File: src/aocb_pkg.sv
// shared constants for the alpha over color blend unit
// color lane count used by every stage of the pipeline, lane order for the output word; no dependencies
`timescale 1ns / 1ps

package aocb_pkg;

  // color lanes carried side by side through the pipeline
  localparam int NUM_COLOR = 3;
  localparam int LANE_RED   = 0;
  localparam int LANE_GREEN = 1;
  localparam int LANE_BLUE  = 2;

  // fields packed in the input word: top color, top alpha, bottom color, bottom alpha
  localparam int IN_FIELDS  = 8;
  // fields packed in the output word: three colors and alpha
  localparam int OUT_FIELDS = 4;

endpackage

File: src/alpha_over_color_blend_unit.sv
// over compositing of two straight-alpha RGBA colors, one word per clock unless a full chain is stalled.
// A product stage and a sum stage feed a chain of CHANNEL_BITS divider cells (aocb_div_cell).
// Top-level module; depends on aocb_pkg, aocb_prod, aocb_sum and aocb_div_cell.
`timescale 1ns / 1ps

// Composites the top color over the bottom color. With M = 2^CHANNEL_BITS - 1 standing for
// full opacity and s = M*M - (M-a_top)*(M-a_bottom), the output alpha is floor(s/M) and each
// color is floor((c_top*a_top*M + c_bottom*a_bottom*(M-a_top)) / s); when both alphas are
// zero all outputs are zero. The block takes one word per clock unless the full chain is stalled
// at the output, and holds up to CHANNEL_BITS+2 words in flight. The stages in order register the
// channel-by-alpha products, the weighted numerators, then one quotient bit per cell of the
// divider chain, whose last cell is the output register. Every stage has its own valid bit and
// advances whenever its successor is empty or moving, so a stalled output only stops the input
// once the whole chain is full.
module alpha_over_color_blend_unit #(
  parameter int CHANNEL_BITS = 8
) (
  input  logic                                          clk_i,
  input  logic                                          rst_ni,
  input  logic                                          s_axis_tvalid,
  output logic                                          s_axis_tready,
  // top_red, top_green, top_blue, top_alpha,
  // bottom_red, bottom_green, bottom_blue, bottom_alpha
  input  logic [8*CHANNEL_BITS-1:0]                     s_axis_tdata,
  output logic                                          m_axis_tvalid,
  input  logic                                          m_axis_tready,
  // out_red, out_green, out_blue, out_alpha, zero fill to a whole byte
  output logic [((4*CHANNEL_BITS+7)/8)*8-1:0]           m_axis_tdata
);

  localparam int W       = CHANNEL_BITS;
  localparam int W2      = 2 * CHANNEL_BITS;
  localparam int W3      = 3 * CHANNEL_BITS;
  localparam int NCOL    = aocb_pkg::NUM_COLOR;
  localparam int OutBits = ((aocb_pkg::OUT_FIELDS * CHANNEL_BITS + 7) / 8) * 8;

  logic [NCOL-1:0][W-1:0]    top_color, bottom_color;
  logic [W-1:0]              top_alpha, bottom_alpha;

  logic                      prod_valid, prod_ready;
  logic [NCOL-1:0][W2-1:0]   prod_top, prod_bottom;
  logic [W2-1:0]             prod_cover;
  logic [W-1:0]              inv_top_alpha;

  // divider chain taps: index 0 is the sum stage output, index W the final cell
  logic [W:0]                        chain_valid, chain_ready;
  logic [W:0][NCOL-1:0][W3-1:0]      rem_color;
  logic [W:0][W2-1:0]                divisor;
  logic [W:0][NCOL-1:0][W-1:0]       quo_color;
  logic [W:0][W-1:0]                 quo_alpha;
  logic [W:0]                        zero;

  logic [NCOL-1:0][W-1:0]            res_color;

  always_comb begin
    for (int c = 0; c < NCOL; c++) begin
      top_color[c]    = s_axis_tdata[c*W +: W];
      bottom_color[c] = s_axis_tdata[(NCOL+1+c)*W +: W];
    end
  end
  assign top_alpha    = s_axis_tdata[NCOL*W +: W];
  assign bottom_alpha = s_axis_tdata[(2*NCOL+1)*W +: W];

  aocb_prod #(
    .CHANNEL_BITS(CHANNEL_BITS)
  ) u_prod (
    .clk_i           (clk_i),
    .rst_ni          (rst_ni),
    .in_valid_i      (s_axis_tvalid),
    .in_ready_o      (s_axis_tready),
    .top_color_i     (top_color),
    .top_alpha_i     (top_alpha),
    .bottom_color_i  (bottom_color),
    .bottom_alpha_i  (bottom_alpha),
    .out_valid_o     (prod_valid),
    .out_ready_i     (prod_ready),
    .prod_top_o      (prod_top),
    .prod_bottom_o   (prod_bottom),
    .cover_o         (prod_cover),
    .inv_top_alpha_o (inv_top_alpha)
  );

  aocb_sum #(
    .CHANNEL_BITS(CHANNEL_BITS)
  ) u_sum (
    .clk_i           (clk_i),
    .rst_ni          (rst_ni),
    .in_valid_i      (prod_valid),
    .in_ready_o      (prod_ready),
    .prod_top_i      (prod_top),
    .prod_bottom_i   (prod_bottom),
    .cover_i         (prod_cover),
    .inv_top_alpha_i (inv_top_alpha),
    .out_valid_o     (chain_valid[0]),
    .out_ready_i     (chain_ready[0]),
    .num_o           (rem_color[0]),
    .cover_o         (divisor[0]),
    .zero_o          (zero[0])
  );

  // alpha is coverage over M: (x + 1 + (x >> W)) >> W, exact for x up to M*M
  assign quo_alpha[0] = W'((divisor[0] + W2'(1) + (divisor[0] >> W)) >> W);
  assign quo_color[0] = '0;

  for (genvar j = 0; j < W; j++) begin : g_cell
    aocb_div_cell #(
      .CHANNEL_BITS(CHANNEL_BITS),
      .BIT         (W - 1 - j)
    ) u_cell (
      .clk_i       (clk_i),
      .rst_ni      (rst_ni),
      .in_valid_i  (chain_valid[j]),
      .in_ready_o  (chain_ready[j]),
      .rem_color_i (rem_color[j]),
      .divisor_i   (divisor[j]),
      .quo_color_i (quo_color[j]),
      .quo_alpha_i (quo_alpha[j]),
      .zero_i      (zero[j]),
      .out_valid_o (chain_valid[j+1]),
      .out_ready_i (chain_ready[j+1]),
      .rem_color_o (rem_color[j+1]),
      .divisor_o   (divisor[j+1]),
      .quo_color_o (quo_color[j+1]),
      .quo_alpha_o (quo_alpha[j+1]),
      .zero_o      (zero[j+1])
    );
  end

  assign m_axis_tvalid  = chain_valid[W];
  assign chain_ready[W] = m_axis_tready;

  // empty coverage divides by zero in the chain, force those colors to zero
  always_comb begin
    for (int c = 0; c < NCOL; c++) begin
      res_color[c] = zero[W] ? '0 : quo_color[W][c];
    end
  end

  assign m_axis_tdata = OutBits'({quo_alpha[W],
                                  res_color[aocb_pkg::LANE_BLUE],
                                  res_color[aocb_pkg::LANE_GREEN],
                                  res_color[aocb_pkg::LANE_RED]});

endmodule

File: src/aocb_prod.sv
// first pipeline stage: per-lane channel times alpha products and the coverage term
// uses aocb_pkg for lane count
`timescale 1ns / 1ps

module aocb_prod #(
  parameter int CHANNEL_BITS = 8
) (
  input  logic                                                  clk_i,
  input  logic                                                  rst_ni,
  input  logic                                                  in_valid_i,
  output logic                                                  in_ready_o,
  input  logic [aocb_pkg::NUM_COLOR-1:0][CHANNEL_BITS-1:0]      top_color_i,
  input  logic [CHANNEL_BITS-1:0]                               top_alpha_i,
  input  logic [aocb_pkg::NUM_COLOR-1:0][CHANNEL_BITS-1:0]      bottom_color_i,
  input  logic [CHANNEL_BITS-1:0]                               bottom_alpha_i,
  output logic                                                  out_valid_o,
  input  logic                                                  out_ready_i,
  output logic [aocb_pkg::NUM_COLOR-1:0][2*CHANNEL_BITS-1:0]    prod_top_o,
  output logic [aocb_pkg::NUM_COLOR-1:0][2*CHANNEL_BITS-1:0]    prod_bottom_o,
  output logic [2*CHANNEL_BITS-1:0]                             cover_o,
  output logic [CHANNEL_BITS-1:0]                               inv_top_alpha_o
);

  localparam int W  = CHANNEL_BITS;
  localparam int W2 = 2 * CHANNEL_BITS;
  localparam logic [W-1:0]  ChanMax = {W{1'b1}};
  localparam logic [W2-1:0] MaxSq   = W2'(ChanMax) * W2'(ChanMax);

  logic                                          valid_q;
  logic [aocb_pkg::NUM_COLOR-1:0][W2-1:0]        prod_top_d, prod_top_q;
  logic [aocb_pkg::NUM_COLOR-1:0][W2-1:0]        prod_bottom_d, prod_bottom_q;
  logic [W2-1:0]                                 cover_d, cover_q;
  logic [W-1:0]                                  inv_top_d, inv_top_q;
  logic [W-1:0]                                  inv_bottom;

  assign in_ready_o = !valid_q || out_ready_i;

  always_comb begin
    inv_top_d  = ChanMax - top_alpha_i;
    inv_bottom = ChanMax - bottom_alpha_i;
    // combined coverage M*M - (M-a1)*(M-a2)
    cover_d    = MaxSq - W2'(inv_top_d) * W2'(inv_bottom);
    for (int c = 0; c < aocb_pkg::NUM_COLOR; c++) begin
      prod_top_d[c]    = W2'(top_color_i[c]) * W2'(top_alpha_i);
      prod_bottom_d[c] = W2'(bottom_color_i[c]) * W2'(bottom_alpha_i);
    end
  end

  always_ff @(posedge clk_i or negedge rst_ni) begin
    if (!rst_ni) begin
      valid_q <= 1'b0;
    end else if (in_ready_o) begin
      valid_q <= in_valid_i;
    end
  end

  always_ff @(posedge clk_i) begin
    if (in_ready_o && in_valid_i) begin
      prod_top_q    <= prod_top_d;
      prod_bottom_q <= prod_bottom_d;
      cover_q       <= cover_d;
      inv_top_q     <= inv_top_d;
    end
  end

  assign out_valid_o     = valid_q;
  assign prod_top_o      = prod_top_q;
  assign prod_bottom_o   = prod_bottom_q;
  assign cover_o         = cover_q;
  assign inv_top_alpha_o = inv_top_q;

endmodule

File: src/aocb_sum.sv
// second pipeline stage: weighted numerator per color lane and the empty-coverage flag
// uses aocb_pkg for lane count
`timescale 1ns / 1ps

module aocb_sum #(
  parameter int CHANNEL_BITS = 8
) (
  input  logic                                                  clk_i,
  input  logic                                                  rst_ni,
  input  logic                                                  in_valid_i,
  output logic                                                  in_ready_o,
  input  logic [aocb_pkg::NUM_COLOR-1:0][2*CHANNEL_BITS-1:0]    prod_top_i,
  input  logic [aocb_pkg::NUM_COLOR-1:0][2*CHANNEL_BITS-1:0]    prod_bottom_i,
  input  logic [2*CHANNEL_BITS-1:0]                             cover_i,
  input  logic [CHANNEL_BITS-1:0]                               inv_top_alpha_i,
  output logic                                                  out_valid_o,
  input  logic                                                  out_ready_i,
  output logic [aocb_pkg::NUM_COLOR-1:0][3*CHANNEL_BITS-1:0]    num_o,
  output logic [2*CHANNEL_BITS-1:0]                             cover_o,
  output logic                                                  zero_o
);

  localparam int W  = CHANNEL_BITS;
  localparam int W3 = 3 * CHANNEL_BITS;

  logic                                          valid_q;
  logic [aocb_pkg::NUM_COLOR-1:0][W3-1:0]        num_d, num_q;
  logic [2*W-1:0]                                cover_q;
  logic                                          zero_d, zero_q;

  assign in_ready_o = !valid_q || out_ready_i;

  always_comb begin
    for (int c = 0; c < aocb_pkg::NUM_COLOR; c++) begin
      // c1*a1*M as a shift and subtract, plus c2*a2*(M-a1)
      num_d[c] = ({prod_top_i[c], {W{1'b0}}} - W3'(prod_top_i[c]))
               + W3'(prod_bottom_i[c]) * W3'(inv_top_alpha_i);
    end
    zero_d = (cover_i == '0);
  end

  always_ff @(posedge clk_i or negedge rst_ni) begin
    if (!rst_ni) begin
      valid_q <= 1'b0;
    end else if (in_ready_o) begin
      valid_q <= in_valid_i;
    end
  end

  always_ff @(posedge clk_i) begin
    if (in_ready_o && in_valid_i) begin
      num_q   <= num_d;
      cover_q <= cover_i;
      zero_q  <= zero_d;
    end
  end

  assign out_valid_o = valid_q;
  assign num_o       = num_q;
  assign cover_o     = cover_q;
  assign zero_o      = zero_q;

endmodule

File: src/aocb_div_cell.sv
// one cell of the divider chain: settles quotient bit BIT for every color lane
// colors divide by the coverage term, alpha rides along unchanged; uses aocb_pkg
`timescale 1ns / 1ps

module aocb_div_cell #(
  parameter int CHANNEL_BITS = 8,
  parameter int BIT          = 0
) (
  input  logic                                                  clk_i,
  input  logic                                                  rst_ni,
  input  logic                                                  in_valid_i,
  output logic                                                  in_ready_o,
  input  logic [aocb_pkg::NUM_COLOR-1:0][3*CHANNEL_BITS-1:0]    rem_color_i,
  input  logic [2*CHANNEL_BITS-1:0]                             divisor_i,
  input  logic [aocb_pkg::NUM_COLOR-1:0][CHANNEL_BITS-1:0]      quo_color_i,
  input  logic [CHANNEL_BITS-1:0]                               quo_alpha_i,
  input  logic                                                  zero_i,
  output logic                                                  out_valid_o,
  input  logic                                                  out_ready_i,
  output logic [aocb_pkg::NUM_COLOR-1:0][3*CHANNEL_BITS-1:0]    rem_color_o,
  output logic [2*CHANNEL_BITS-1:0]                             divisor_o,
  output logic [aocb_pkg::NUM_COLOR-1:0][CHANNEL_BITS-1:0]      quo_color_o,
  output logic [CHANNEL_BITS-1:0]                               quo_alpha_o,
  output logic                                                  zero_o
);

  localparam int W  = CHANNEL_BITS;
  localparam int W2 = 2 * CHANNEL_BITS;
  localparam int W3 = 3 * CHANNEL_BITS;

  logic                                          valid_q;
  logic [aocb_pkg::NUM_COLOR-1:0][W3-1:0]        rem_color_d, rem_color_q;
  logic [W2-1:0]                                 divisor_q;
  logic [aocb_pkg::NUM_COLOR-1:0][W-1:0]         quo_color_d, quo_color_q;
  logic [W-1:0]                                  quo_alpha_q;
  logic                                          zero_q;
  logic [W3-1:0]                                 color_step;

  assign in_ready_o = !valid_q || out_ready_i;

  // restoring step against the divisor shifted up to this bit position
  always_comb begin
    color_step  = W3'(divisor_i) << BIT;
    rem_color_d = rem_color_i;
    quo_color_d = quo_color_i;
    for (int c = 0; c < aocb_pkg::NUM_COLOR; c++) begin
      if (rem_color_i[c] >= color_step) begin
        rem_color_d[c]      = rem_color_i[c] - color_step;
        quo_color_d[c][BIT] = 1'b1;
      end
    end
  end

  always_ff @(posedge clk_i or negedge rst_ni) begin
    if (!rst_ni) begin
      valid_q <= 1'b0;
    end else if (in_ready_o) begin
      valid_q <= in_valid_i;
    end
  end

  always_ff @(posedge clk_i) begin
    if (in_ready_o && in_valid_i) begin
      rem_color_q <= rem_color_d;
      divisor_q   <= divisor_i;
      quo_color_q <= quo_color_d;
      quo_alpha_q <= quo_alpha_i;
      zero_q      <= zero_i;
    end
  end

  assign out_valid_o = valid_q;
  assign rem_color_o = rem_color_q;
  assign divisor_o   = divisor_q;
  assign quo_color_o = quo_color_q;
  assign quo_alpha_o = quo_alpha_q;
  assign zero_o      = zero_q;

endmodule
File: config.mk
export PLATFORM = sky130hd
export DESIGN_NAME = alpha_over_color_blend_unit
export DESIGN_NICKNAME = d
export VERILOG_FILES = /design/src/aocb_pkg.sv /design/src/alpha_over_color_blend_unit.sv /design/src/aocb_prod.sv /design/src/aocb_sum.sv /design/src/aocb_div_cell.sv
export SDC_FILE = /design/constraint.sdc
export NUM_CORES = 2
export LEC_CHECK = 0
export BUFFER_PORTS_ARGS = -buffer_cell sky130_fd_sc_hd__buf_2
export CORE_ASPECT_RATIO = 1.5
export CORE_MARGIN = 2
export CORE_UTILIZATION = 50
export DETAILED_ROUTE_END_ITERATION = 16
export PLACE_DENSITY = 0.65
export SYNTH_ARGS = -nofsm -noshare
export SYNTH_HDL_FRONTEND = slang
export SYNTH_HIERARCHICAL = 1
export SYNTH_SLANG_ARGS = --single-unit
File: constraint.sdc
create_clock -name clk_i -period 6.1 [get_ports clk_i]
set_input_delay 0.915 -clock clk_i [delete_from_list [all_inputs] [get_ports clk_i]]
set_output_delay 0.915 -clock clk_i [all_outputs]
set_load 0.02 [all_outputs]
==> results_dict.tcl <==
set metrics [dict create \
    vias 60650 \
    drive_above_1_share 0.0754 \
    synthCells 8349 \
    place.gp.congestion 0.974 \
    start_util 0.502 \
    slew_headroom 0.150 \
    fill_cells 15499 \
    detail_route.vias_per_cell 5.60 \
    r2r_slack_ns 0.37 \
    setup.worst_path.start "u_prod/inv_top_alpha_o[0]" \
    first_global_vias 64631 \
    cts.reportedPaths.clkPinSlew_ns 0.07 \
    post_cts_buffers 0 \
    tightest_slew_ns 1.26 \
    io_buffers 101 \
    grt_pass1_wl_mm 378 \
    cts.root.buffer_cell "clkbuf_16" \
    startpoint_type "flop" \
    fin_crit_ns 5.73 \
    grtUsageTotal 0.278 \
    clkLatencyLatePin_ns 0.77 \
    clock_sinks 1099 \
    path_buf_inv 4 \
    die_h_um 519 \
    syn_area_per_cell_sq_um 10.6 \
    ios 102 \
    cts_tree "yes" \
    dr.first_iter.drc_count 2955 \
    holdCritPathClass "flop to flop" \
    worstPathRequired_ns 6.60 \
    cp_max_fo 32 \
    multi_input_comb_area_sq_um 50700 \
    wl_mm 249 \
    timing.rr.start "u_prod/inv_top_alpha_o[0]" \
    setup_tns_ns 0 \
    antenna_found_initial 9 \
    rsz0062_at_grt "no" \
    worstSetupPathType "flop to flop" \
    fin_nets 9945 \
    synth_area_sq_um 88600 \
    maxCapViolCount 0 \
    area_growth_pct 7.87 \
    cts.path.max_buffers 3 \
    drt_first_pass_iters 7 \
    die-area_sq_um 181000 \
    grt_max_degree 122 \
    critPathMostFrequentCell "fa_1" \
    drc 0 \
    max_stage_delay_ns 0.56 \
    crit_family "adder cells" \
    cts_buffers 108 \
    htreeDepth 3 \
    endpoint_kind "flop" \
    ys_warn_count 6 \
    ant_nets 0 \
    die_x_um 348 \
    finalHoldViolCount 0 \
    clock_skew_ns 0.0575 \
    report.final.slew_viol_count 0 \
    fmax_mhz 175 \
    timing.final.crit_share 0.939 \
    hold_path_startpoint "g_cell[3].u_cell/quo_color_o[14]" \
    grt.overflow.total 0 \
    crit_path_cell_trace "buf_4 -> nand2_1 -> fa_1 -> inv_1 -> fa_1 -> fa_1 -> inv_1 -> fa_1 -> inv_1 -> ha_1 -> ha_1 -> and4_1 -> a221oi_2 -> o21ai_1 -> a41oi_1 -> o21ai_1 -> a21oi_1 -> xnor2_1" \
    arrival_ns 6.23 \
    num_rows 189 \
    dp.final_hpwl_mm 207 \
    wl_per_cell_um 23.0 \
    core_area_sq_um 176000 \
    setup_viol 0 \
    seqCellArea_sq_um 33000 \
    outcome "completed" \
    cp_slowest_cell "fa_1" \
]
cell usage in the layout, fill, tap and decap left out, types with 20 or more instances in the layout:
master / n
and3_1: 39
a211o_1: 21
a21oi_2: 20
xnor2_1: 288
nor4_1: 37
clkbuf_16: 108
xor2_1: 190
or2_2: 67
edfxtp_1: 1089
inv_1: 1071
nand3_1: 95
nor2b_1: 80
o21bai_1: 51
or3_1: 46
nor2_1: 409
o21ai_1: 94
o211ai_1: 38
fa_1: 617
a211oi_1: 48
and2_1: 551
a21o_1: 151
nand2_1: 634
conb_1: 24
o2111ai_1: 23
o21a_1: 58
a21oi_1: 537
o21ai_0: 254
nand2b_1: 89
or4_1: 24
nand4_1: 62
buf_4: 75
ha_1: 817
nor3_1: 72
buf_2: 101
mux2_2: 69
o31ai_1: 32
a31oi_1: 61
layer usage:
| layer | share of wire | global-route usage | vias to the layer above |
|---|---|---|---|
| li1 | - | - | 29078 |
| met1 | 0.31 | 0.240 | 29536 |
| met5 | 0 | 0 | - |
| met2 | 0.56 | 0.548 | 1329 |
| met4 | 0.11 | 0.261 | 0 |
| met3 | 0.025 | 0.0247 | 707 |
stage by stage:
step	hold slack [ns]	area (sq um)	setup WS [ns]	cells	utilization
2_1_floorplan	0.400	88700	0.536	8372	-
3_3_place_gp	0.401	91800	0.463	10624	0.520
3_5_place_dp	0.405	91800	0.385	10624	0.520
4_1_cts	0.333	95500	0.373	10820	0.541
5_1_grt	0.383	95500	0.0970	10831	0.542
6_report	0.390	95600	0.370	10834	0.542
what timing repair did:
action                                 in CTS  in global routing
endpoints found under the hold margin      10                  0
resized for setup                           0                  0
hold buffers                                1                  0
sequential cells by signal, summed over array words and instances (netlist names):
signal,flops
u_prod/out_valid_o,1
u_sum/cover_o,16
g_cell.u_cell/out_valid_o,8
u_prod/cover_o,16
g_cell.u_cell/quo_alpha_o,64
g_cell.u_cell/divisor_o,112
u_prod/prod_bottom_o,48
u_prod/prod_top_o,48
u_sum/zero_o,1
g_cell.u_cell/quo_color_o,192
u_sum/out_valid_o,1
g_cell.u_cell/zero_o,8
u_prod/inv_top_alpha_o,8
g_cell.u_cell/rem_color_o,504
u_sum/num_o,72
worst register-to-register path: cells and delay by family, from the launching register on:
family | cells | cell delay [ns]
AO/OA/AOI/OAI | 5 | 1.40
XOR/XNOR | 1 | 0.08
adder cells (fa/ha/maj) | 6 | 2.70
buffers and inverters | 4 | 0.49
flip-flops | 1 | 0.35
AND/OR/NAND/NOR | 2 | 0.47
cell type report:
type | instances | area share
clock buffer | 125 | 0.0290
sequential | 1099 | 0.345
multi-input combinational | 5974 | 0.530
antenna | 14 | 0.000367
tap | 2292 | 0.0300
inverter | 1071 | 0.0421
clock inverter | 70 | 0.00969
timing repair buffer | 189 | 0.0138
worst paths after layout:
path | end | cells after the start
hold reg to reg | g_cell[4].u_cell/quo_color_o[14] | 0
min in group asynchronous | g_cell[7].u_cell/out_valid_o | 2
hold / removal | g_cell[4].u_cell/quo_color_o[14] | 0
max in group asynchronous | g_cell[4].u_cell/out_valid_o | 2
setup reg to reg | u_sum/num_o[23] | 18
setup / recovery | u_sum/num_o[23] | 18
Power is left out: the tool's default activity adds up to more than one toggle a clock period on the data nets, which glitch-free logic cannot reach.
